==> config.mk <==
export PLATFORM = sky130hd
export DESIGN_NAME = bgra_to_ycbcr422_pair
export DESIGN_NICKNAME = d
export VERILOG_FILES = /design/src/b2y422_pkg.sv /design/src/bgra_to_ycbcr422_pair.sv
export SDC_FILE = /design/constraint.sdc
export NUM_CORES = 2
export LEC_CHECK = 0
export BUFFER_PORTS_ARGS = -buffer_cell sky130_fd_sc_hd__buf_2
export CAP_MARGIN = 20
export CORE_MARGIN = 8
export CORE_UTILIZATION = 25
export DETAILED_ROUTE_END_ITERATION = 10
export GPL_ROUTABILITY_DRIVEN = 0
export PLACE_DENSITY_LB_ADDON = 0.2
export RECOVER_POWER = 50
export SLEW_MARGIN = 15
export SYNTH_ARGS = -nofsm -noshare
export SYNTH_HDL_FRONTEND = slang
export SYNTH_SLANG_ARGS = --single-unit
==> constraint.sdc <==
create_clock -name clk -period 25 [get_ports clk]
set_input_delay 7.5 -clock clk [delete_from_list [all_inputs] [get_ports clk]]
set_output_delay 7.5 -clock clk [all_outputs]
set_load 0.01 [all_outputs]
==> src/b2y422_pkg.sv <==
`timescale 1ns / 1ps
// ----------------------------------------------------------------------------
// b2y422_pkg
// shared constants and types for the bgr to ycbcr 4:2:2 pair converter
// ----------------------------------------------------------------------------
package b2y422_pkg;

    localparam int COEFF_FRAC_BITS = 16;
    localparam int PIX_W           = 8;
    localparam int COEF_W          = COEFF_FRAC_BITS;
    localparam int PROD_W          = COEF_W + PIX_W;
    localparam int SUM_W           = COEFF_FRAC_BITS + 10;
    localparam int INT_W           = SUM_W - COEFF_FRAC_BITS;
    localparam int IN_TDATA_W      = 6 * PIX_W;
    localparam int OUT_TDATA_W     = 4 * PIX_W;

    // coefficients in thousandths, rounded half up to fixed point
    localparam logic [COEF_W-1:0] COEF_Y_B  =
        COEF_W'(((64'd98  << COEFF_FRAC_BITS) + 64'd500) / 64'd1000);
    localparam logic [COEF_W-1:0] COEF_Y_G  =
        COEF_W'(((64'd504 << COEFF_FRAC_BITS) + 64'd500) / 64'd1000);
    localparam logic [COEF_W-1:0] COEF_Y_R  =
        COEF_W'(((64'd257 << COEFF_FRAC_BITS) + 64'd500) / 64'd1000);
    localparam logic [COEF_W-1:0] COEF_C_P  =
        COEF_W'(((64'd439 << COEFF_FRAC_BITS) + 64'd500) / 64'd1000);
    localparam logic [COEF_W-1:0] COEF_CB_G =
        COEF_W'(((64'd291 << COEFF_FRAC_BITS) + 64'd500) / 64'd1000);
    localparam logic [COEF_W-1:0] COEF_CB_R =
        COEF_W'(((64'd148 << COEFF_FRAC_BITS) + 64'd500) / 64'd1000);
    localparam logic [COEF_W-1:0] COEF_CR_B =
        COEF_W'(((64'd71  << COEFF_FRAC_BITS) + 64'd500) / 64'd1000);
    localparam logic [COEF_W-1:0] COEF_CR_G =
        COEF_W'(((64'd368 << COEFF_FRAC_BITS) + 64'd500) / 64'd1000);

    localparam logic [SUM_W-1:0] OFFSET_Y = SUM_W'(64'd16  << COEFF_FRAC_BITS);
    localparam logic [SUM_W-1:0] OFFSET_C = SUM_W'(64'd128 << COEFF_FRAC_BITS);
    localparam logic [INT_W-1:0] BYTE_MAX = INT_W'(255);

    typedef struct packed {
        logic [PIX_W-1:0] blue;
        logic [PIX_W-1:0] green;
        logic [PIX_W-1:0] red;
    } pixel_t;

    typedef struct packed {
        logic [PROD_W-1:0] y_b;
        logic [PROD_W-1:0] y_g;
        logic [PROD_W-1:0] y_r;
        logic [PROD_W-1:0] cb_b;
        logic [PROD_W-1:0] cb_g;
        logic [PROD_W-1:0] cb_r;
        logic [PROD_W-1:0] cr_b;
        logic [PROD_W-1:0] cr_g;
        logic [PROD_W-1:0] cr_r;
    } prod_t;

    typedef struct packed {
        logic [SUM_W-1:0] y;
        logic [SUM_W-1:0] cb_pos;
        logic [SUM_W-1:0] cb_neg;
        logic [SUM_W-1:0] cr_pos;
        logic [SUM_W-1:0] cr_neg;
    } sum_t;

    typedef struct packed {
        logic [PIX_W-1:0] y;
        logic [PIX_W-1:0] cb;
        logic [PIX_W-1:0] cr;
    } chan_t;

endpackage

==> src/bgra_to_ycbcr422_pair.sv <==
`timescale 1ns / 1ps
// ----------------------------------------------------------------------------
// bgra_to_ycbcr422_pair
// converts two adjacent bgr pixels to two luma bytes and one cb/cr pair
// ----------------------------------------------------------------------------
// s_axis carries one pixel pair per request, m_axis one 4:2:2 result per
// request. bt.601 studio-range coefficients, truncated sums, results
// clamped to 0..255, chroma averaged over the pair with truncation.
// four register stages: products, sums, per-pixel bytes, chroma average
// and output register. one request per cycle is sustained while m_axis_tready
// stays high; the multiply stage sets the cycle time.
// when m_axis_tready is low the output register holds; s_axis_tready drops
// only once all four stages hold a request, so nothing is lost or repeated.
// reset clears the stage valid bits; the pipeline is empty afterwards and
// s_axis_tready is high.
// ----------------------------------------------------------------------------
module bgra_to_ycbcr422_pair
(
    input  logic                                  clk,
    input  logic                                  rst_n,
    input  logic                                  s_axis_tvalid,
    output logic                                  s_axis_tready,
    // first_blue, first_green, first_red, second_blue, second_green, second_red
    input  logic [b2y422_pkg::IN_TDATA_W-1:0]     s_axis_tdata,
    output logic                                  m_axis_tvalid,
    input  logic                                  m_axis_tready,
    // first_luma, second_luma, blue_chroma, red_chroma
    output logic [b2y422_pkg::OUT_TDATA_W-1:0]    m_axis_tdata
);

    localparam int PW = b2y422_pkg::PIX_W;

    function automatic logic [b2y422_pkg::PROD_W-1:0] scale(
        input logic [PW-1:0]                 pix,
        input logic [b2y422_pkg::COEF_W-1:0] coef
    );
        scale = b2y422_pkg::PROD_W'(pix) * b2y422_pkg::PROD_W'(coef);
    endfunction

    function automatic logic [PW-1:0] to_byte(
        input logic [b2y422_pkg::SUM_W-1:0] pos,
        input logic [b2y422_pkg::SUM_W-1:0] neg
    );
        logic [b2y422_pkg::SUM_W-1:0] diff;
        logic [b2y422_pkg::INT_W-1:0] whole;
        diff  = pos - neg;
        whole = diff[b2y422_pkg::SUM_W-1:b2y422_pkg::COEFF_FRAC_BITS];
        if (pos < neg)
            to_byte = '0;
        else if (whole > b2y422_pkg::BYTE_MAX)
            to_byte = '1;
        else
            to_byte = whole[PW-1:0];
    endfunction

    b2y422_pkg::pixel_t  pix_in [2];

    logic                st1_valid_reg, st1_valid_next;
    logic                st2_valid_reg, st2_valid_next;
    logic                st3_valid_reg, st3_valid_next;
    logic                st4_valid_reg, st4_valid_next;
    logic                ready1, ready2, ready3, ready4;

    b2y422_pkg::prod_t   st1_prod_reg [2];
    b2y422_pkg::prod_t   st1_prod_next [2];
    b2y422_pkg::sum_t    st2_sum_reg [2];
    b2y422_pkg::sum_t    st2_sum_next [2];
    b2y422_pkg::chan_t   st3_chan_reg [2];
    b2y422_pkg::chan_t   st3_chan_next [2];
    logic [b2y422_pkg::OUT_TDATA_W-1:0] st4_data_reg, st4_data_next;

    logic [PW:0]         cb_pair, cr_pair;

    // handshake chain
    assign ready4 = !st4_valid_reg || m_axis_tready;
    assign ready3 = !st3_valid_reg || ready4;
    assign ready2 = !st2_valid_reg || ready3;
    assign ready1 = !st1_valid_reg || ready2;

    assign s_axis_tready = ready1;
    assign m_axis_tvalid = st4_valid_reg;
    assign m_axis_tdata  = st4_data_reg;

    assign pix_in[0].blue  = s_axis_tdata[PW*1-1:PW*0];
    assign pix_in[0].green = s_axis_tdata[PW*2-1:PW*1];
    assign pix_in[0].red   = s_axis_tdata[PW*3-1:PW*2];
    assign pix_in[1].blue  = s_axis_tdata[PW*4-1:PW*3];
    assign pix_in[1].green = s_axis_tdata[PW*5-1:PW*4];
    assign pix_in[1].red   = s_axis_tdata[PW*6-1:PW*5];

    always_comb
    begin
        st1_valid_next = ready1 ? s_axis_tvalid : st1_valid_reg;
        st2_valid_next = ready2 ? st1_valid_reg : st2_valid_reg;
        st3_valid_next = ready3 ? st2_valid_reg : st3_valid_reg;
        st4_valid_next = ready4 ? st3_valid_reg : st4_valid_reg;
    end

    // stage 1: constant products
    always_comb
    begin
        for (int i = 0; i < 2; i++)
        begin
            st1_prod_next[i].y_b  = scale(pix_in[i].blue,  b2y422_pkg::COEF_Y_B);
            st1_prod_next[i].y_g  = scale(pix_in[i].green, b2y422_pkg::COEF_Y_G);
            st1_prod_next[i].y_r  = scale(pix_in[i].red,   b2y422_pkg::COEF_Y_R);
            st1_prod_next[i].cb_b = scale(pix_in[i].blue,  b2y422_pkg::COEF_C_P);
            st1_prod_next[i].cb_g = scale(pix_in[i].green, b2y422_pkg::COEF_CB_G);
            st1_prod_next[i].cb_r = scale(pix_in[i].red,   b2y422_pkg::COEF_CB_R);
            st1_prod_next[i].cr_b = scale(pix_in[i].blue,  b2y422_pkg::COEF_CR_B);
            st1_prod_next[i].cr_g = scale(pix_in[i].green, b2y422_pkg::COEF_CR_G);
            st1_prod_next[i].cr_r = scale(pix_in[i].red,   b2y422_pkg::COEF_C_P);
        end
    end

    // stage 2: weighted sums with offsets
    always_comb
    begin
        for (int i = 0; i < 2; i++)
        begin
            st2_sum_next[i].y      = b2y422_pkg::SUM_W'(st1_prod_reg[i].y_b)
                                   + b2y422_pkg::SUM_W'(st1_prod_reg[i].y_g)
                                   + b2y422_pkg::SUM_W'(st1_prod_reg[i].y_r)
                                   + b2y422_pkg::OFFSET_Y;
            st2_sum_next[i].cb_pos = b2y422_pkg::SUM_W'(st1_prod_reg[i].cb_b)
                                   + b2y422_pkg::OFFSET_C;
            st2_sum_next[i].cb_neg = b2y422_pkg::SUM_W'(st1_prod_reg[i].cb_g)
                                   + b2y422_pkg::SUM_W'(st1_prod_reg[i].cb_r);
            st2_sum_next[i].cr_pos = b2y422_pkg::SUM_W'(st1_prod_reg[i].cr_r)
                                   + b2y422_pkg::OFFSET_C;
            st2_sum_next[i].cr_neg = b2y422_pkg::SUM_W'(st1_prod_reg[i].cr_b)
                                   + b2y422_pkg::SUM_W'(st1_prod_reg[i].cr_g);
        end
    end

    // stage 3: truncate and clamp per pixel
    always_comb
    begin
        for (int i = 0; i < 2; i++)
        begin
            st3_chan_next[i].y  = to_byte(st2_sum_reg[i].y, '0);
            st3_chan_next[i].cb = to_byte(st2_sum_reg[i].cb_pos, st2_sum_reg[i].cb_neg);
            st3_chan_next[i].cr = to_byte(st2_sum_reg[i].cr_pos, st2_sum_reg[i].cr_neg);
        end
    end

    // stage 4: chroma average over the pair
    always_comb
    begin
        cb_pair       = {1'b0, st3_chan_reg[0].cb} + {1'b0, st3_chan_reg[1].cb};
        cr_pair       = {1'b0, st3_chan_reg[0].cr} + {1'b0, st3_chan_reg[1].cr};
        st4_data_next = {cr_pair[PW:1], cb_pair[PW:1],
                         st3_chan_reg[1].y, st3_chan_reg[0].y};
    end

    always_ff @(posedge clk or negedge rst_n)
    begin
        if (!rst_n)
        begin
            st1_valid_reg <= 1'b0;
            st2_valid_reg <= 1'b0;
            st3_valid_reg <= 1'b0;
            st4_valid_reg <= 1'b0;
        end
        else
        begin
            st1_valid_reg <= st1_valid_next;
            st2_valid_reg <= st2_valid_next;
            st3_valid_reg <= st3_valid_next;
            st4_valid_reg <= st4_valid_next;
        end
    end

    always_ff @(posedge clk)
    begin
        if (ready1)
            st1_prod_reg <= st1_prod_next;
        if (ready2)
            st2_sum_reg <= st2_sum_next;
        if (ready3)
            st3_chan_reg <= st3_chan_next;
        if (ready4)
            st4_data_reg <= st4_data_next;
    end

    // studio range holds for byte inputs
    assert property (@(posedge clk) disable iff (!rst_n)
        m_axis_tvalid |-> (m_axis_tdata[7:0] >= 8'd16) && (m_axis_tdata[7:0] <= 8'd235)
                       && (m_axis_tdata[15:8] >= 8'd16) && (m_axis_tdata[15:8] <= 8'd235))
        else $error("luma outside studio range");

    assert property (@(posedge clk) disable iff (!rst_n)
        m_axis_tvalid |-> (m_axis_tdata[23:16] >= 8'd16) && (m_axis_tdata[23:16] <= 8'd240)
                       && (m_axis_tdata[31:24] >= 8'd16) && (m_axis_tdata[31:24] <= 8'd240))
        else $error("chroma outside studio range");

    // back pressure only when every stage is occupied
    assert property (@(posedge clk) disable iff (!rst_n)
        !s_axis_tready |-> st1_valid_reg && st2_valid_reg && st3_valid_reg
                           && st4_valid_reg && !m_axis_tready)
        else $error("input stalled with a free stage");

    // an accepted request reaches stage one
    assert property (@(posedge clk) disable iff (!rst_n)
        s_axis_tvalid && s_axis_tready |=> st1_valid_reg)
        else $error("accepted request dropped");

endmodule

* Word-level counts from Yosys, hierarchy flattened *
Index checks and enable logic that the tools add are counted.

word-level totals
  register bits = 744
  word-level logic and storage cells = 103

operators by class
  add/subtract/negate cells = 20
  multiply operators = 18
  magnitude comparators = 12
  muxes and demuxes = 6
  reductions and logical operators = 8

operator list
  operator                                                                        count
  8-bit by 15-bit multiplier with 23-bit output (second input constant)           8
  8-bit by 14-bit multiplier with 22-bit output (second input constant)           6
  26-bit less-than comparator                                                     4
  26-bit subtractor                                                               4
  23-bit by 24-bit adder with 25-bit output (second input constant)               4
  8-bit by 13-bit multiplier with 21-bit output (second input constant)           4
  10-bit by 8-bit > comparator with 1-bit output (second input constant)          6
  25-bit by 23-bit adder with 26-bit output                                       2
  26-bit by 21-bit adder with 26-bit output (second input constant)               2
  26-bit by 1-bit less-than comparator with 1-bit output (second input constant)  2
  21-bit by 24-bit adder with 25-bit output                                       2
  21-bit by 23-bit adder with 24-bit output                                       2
  23-bit by 22-bit adder with 24-bit output                                       2
  8-bit two-way mux                                                               6
  8-bit by 8-bit adder with 9-bit output                                          2
  1-bit zero test                                                                 4
  1-bit logical OR                                                                4

* Longest topological paths before layout *
  depth after elaboration = 5
  depth in mapped cells = 18

* Least setup slack after synthesis *
No wires, ideal clock.

  path kind = input port to output port
  start = input m_axis_tready
  end = output s_axis_tready
  arrival time = 18.108 ns
  slack = -0.608 ns
  cell stages on the path = 2
  path buffers = 0
  cells stage by stage = nor2b_1 -> nand4_1

on the way
  word-level cells in the longest chain between the ends = 4

ends and longest elaborated chain
  what              RTL line                     source
  start, declared   bgra_to_ycbcr422_pair.sv:26  input logic m_axis_tready,
  1-bit logical OR  bgra_to_ycbcr422_pair.sv:75  assign ready4 = !st4_valid_reg || m_axis_tready;
  1-bit logical OR  bgra_to_ycbcr422_pair.sv:76  assign ready3 = !st3_valid_reg || ready4;
  1-bit logical OR  bgra_to_ycbcr422_pair.sv:77  assign ready2 = !st2_valid_reg || ready3;
  1-bit logical OR  bgra_to_ycbcr422_pair.sv:78  assign ready1 = !st1_valid_reg || ready2;
  end, declared     bgra_to_ycbcr422_pair.sv:22  output logic s_axis_tready,

Every way passes these cells.

* Worst setup path after layout *
Same ends and word-level chain as after synthesis.

==> key figures <==
Status
  – Status: finished with violations
  – Failing checks: capacitance limit, slew limit

Floorplan
  – Die ar.: 242000 sq um
  – Die height: 492 microns
  – Row count: 174
  – Core ar.: 225000 sq um
  – Initial core utilization: 25.2%
  – DIE WIDTH: 492 microns
  – Num ports: 86

Final layout
  – Layout fillers: 23500
  – Area Growth Syn to Fin: 12.1%
  – Share of cells above drive strength 1: 4.10%
  – Max reg flops: 380
  – Layout net count: 6656
  – Post-route insts no fill: 8236
  – Layout Utilization: 28.2%
  – Final instance area: 63500 sq um
  – Most common cell after layout, fill and taps aside: ha_1
  – Most frequent cells in the layout: ha_1, inv_1, edfxtp_1

Power
  – Clock power share: 15.2%
  – Leakage power: 29.3 nW
  – Sw power: 3.49 mW
  – Power Dens Cells: 127 nW/um^2
  – Sw frac: 43.5%
  – Seq pwr share: 28.5%
  – Pint: 4.55 mW
  – Gate power share: 56.3%
  – IR Drop Worst-Case VDD: 0.0000633 V

Worst hold path
  – Hold_sp: st1_prod_reg[219]
  – Worst hold path type: reg -> reg
  – Worst Hold Path Cells: 0
  – Worst Hold Path EP: st2_sum_reg[159]

Global routing
  – Antenna violations before repair: 16
  – All-Layer GR Usage: 12.2%
  – Vias in the first global route: 37000
  – Gr ovfl total: 0
  – Largest net degree at the start of global routing: 151
  – First-pass GRT wire length: 227000 microns

CTS
  – Post-CTS Resized: 0
  – Clock insertion delay at the later pin of the skew report: 0.71 ns
  – # hold bufs at CTS: 0
  – Number of setup buffers added after CTS: 0
  – Root Buffer: clkbuf_16
  – # clock sinks: 668
  – Clk buf depth: 3
  – Inserted Clock Buffers: 84
  – CTS tree: built
  – Clock Pin Slew Worst Setup and Hold Paths: 0.06 ns
  – H-tree Lvls: 3

Routing
  – Final ANT Viol Nets: 0
  – Total Wirelength: 150000 microns
  – Initial DRC Count: 1900
  – First-pass iteration count of the detailed router: 5
  – Vias post-DR: 36100
  – Vias per cell: 4.38
  – WL per Instance: 18.2 microns
  – Post-route DRC: 0

Timing
  – Setup ws final: 8.86 ns
  – F_max: 0.0620 GHz
  – Final Skew: 0.0315 ns
  – Final Setup Violations: 0
  – Actual slew at the worst max-slew pin: 8.80 ns
  – Fin crit period: 16.14 ns
  – RSZ-0062 raised after global routing: no
  – Final period util: 64.5%
  – Max-slew violation count: 571
  – Final hold violations: 0
  – Max transition margin: -486%

Logic synthesis
  – Avg Synthesized Cell Area: 11.3 sq um
  – Warnings, synthesis: 0
  – Mapped Cells: 5003
  – Yosys reg bits: 668
  – Synth Flop Type: edfxtp_1
  – Top cell type's share of synthesized area: 35.2%
  – Net count after synthesis: 6483
  – Seq/Total Area, Yosys: 35.4%
  – Number of synthesized flops with an enable pin: 664
  – Yosys cell types: 79
  – Cell taking the most area after synthesis: edfxtp_1
  – Synth top area cells: edfxtp_1, ha_1, fa_1
  – Post-Syn Area: 56600 sq um
  – Synth async-reset ratio: 0.599%

Worst setup path
  – CP Cell Sequence: clkbuf_1 > nor2b_1 > nand4_1 > buf_16 > buf_2
  – Worst Setup End Kind: primary output
  – Arrival time worst endpoint: 8.64 ns
  – CP required: 17.50 ns
  – R2R cell count: 5
  – Worst reg2reg endpoint: st1_prod_reg[207]
  – Worst setup SP type: input pin
  – R2R setup slack: 15.38 ns
  – Setup CP Type: in -> out
  – CP Max Fanout: 5
  – CP peak stage delay: 0.33 ns
  – Slowest stage cell, crit path: nand4_1
  – R2r startpoint: m_axis_tvalid

Placement
  – Placed Area: 60900 sq um
  – Cell Count Post-Placement: 8082
  – Pre-CTS setup slack: 8.89 ns
  – Port-buffer cells: 85
  – Detailed Place HPWL: 123000 microns

Flow run
  – MaxCap Viol Count: 7
-- critical path, delay by kind of cell --
family	cells	cell delay [ns]
buffers and inverters	3	0.49
and+or+nand+nor	2	0.61
-- metal layers --
| metal | up-vias | wire [microns] | track usage (%) |
|---|---|---|---|
| met2 | 444 | 68000 | 20.0 |
| li1 | 18000 | - | - |
| met4 | 0 | 3130 | 2.72 |
| met5 | - | 0 | 0 |
| met3 | 140 | 4590 | 1.58 |
| met1 | 17500 | 73800 | 17.1 |
-- area by class of cell --
cell class	instances	area, sq um	share of cell area, %
multi-input combinational	3511	33500	52.7
sequential	668	20000	31.6
tap	2992	3740	5.90
inverter	817	3070	4.83
clock buffer	97	2170	3.42
clock inverter	53	556	0.875
timing repair buffer	94	450	0.709
antenna	4	10.0	0.0158
-- power by group through the flow --
stage	logic [mW]	clock network, mW	registers, mW
CTS	4.63	1.27	2.30
global route	5.14	1.30	2.35
detailed placement	4.58	0	2.32
floorplan	3.18	0	2.18
finish	4.53	1.22	2.29
global placement	4.57	0	2.32
-- logic make-up (layout without fill, tap and decap cells) --
group	Yosys count	in the layout	synth area share, %
multiplexers	3	3	0.0552
AND/OR/NAND/NOR	843	843	7.27
XOR/XNOR	362	362	5.60
AO/OA/AOI/OAI	875	875	10.2
buffers and inverters	824	1061	5.46
other	0	4	0
flip-flops	668	668	35.4
adder cells (fa/ha/maj)	1428	1428	36.0
-- worst max path at each step --
stage	start	end	slack, ns	cells past startpoint
finish	m_axis_tready	s_axis_tready	8.86	5
global route	m_axis_tready	st1_prod_reg[185]	7.76	6
CTS	m_axis_tready	s_axis_tready	8.88	5
detailed placement	m_axis_tready	s_axis_tready	8.89	5
global placement	m_axis_tready	s_axis_tready	8.15	4
floorplan	m_axis_tready	s_axis_tready	-0.46	2
-- synthesized netlist by cell type, types with 32 or more instances --
| master | count |
|---|---|
| and3_1 | 40 |
| a211oi_1 | 40 |
| xnor2_1 | 261 |
| o21ai_0 | 68 |
| o21bai_1 | 40 |
| inv_1 | 816 |
| nand2b_1 | 36 |
| a31oi_1 | 32 |
| or3_1 | 42 |
| fa_1 | 337 |
| o21ai_1 | 83 |
| nor2b_1 | 71 |
| nand3_1 | 72 |
| a21oi_1 | 248 |
| nor3_1 | 105 |
| xor2_1 | 101 |
| nand2_1 | 173 |
| nor2_1 | 220 |
| a21o_1 | 115 |
| ha_1 | 1091 |
| edfxtp_1 | 664 |
| o21a_1 | 56 |
-- stage by stage --
step	setup TNS, ns	hold slack (ns)	power, mW
6_report	0	0.416	8.04
5_1_grt	0	0.422	8.78
4_1_cts	0	0.416	8.20
3_5_place_dp	0	0.405	6.90
3_3_place_gp	0	0.400	6.88
2_1_floorplan	-0.463	0.400	5.36
(Power assumes the default switching activity.)
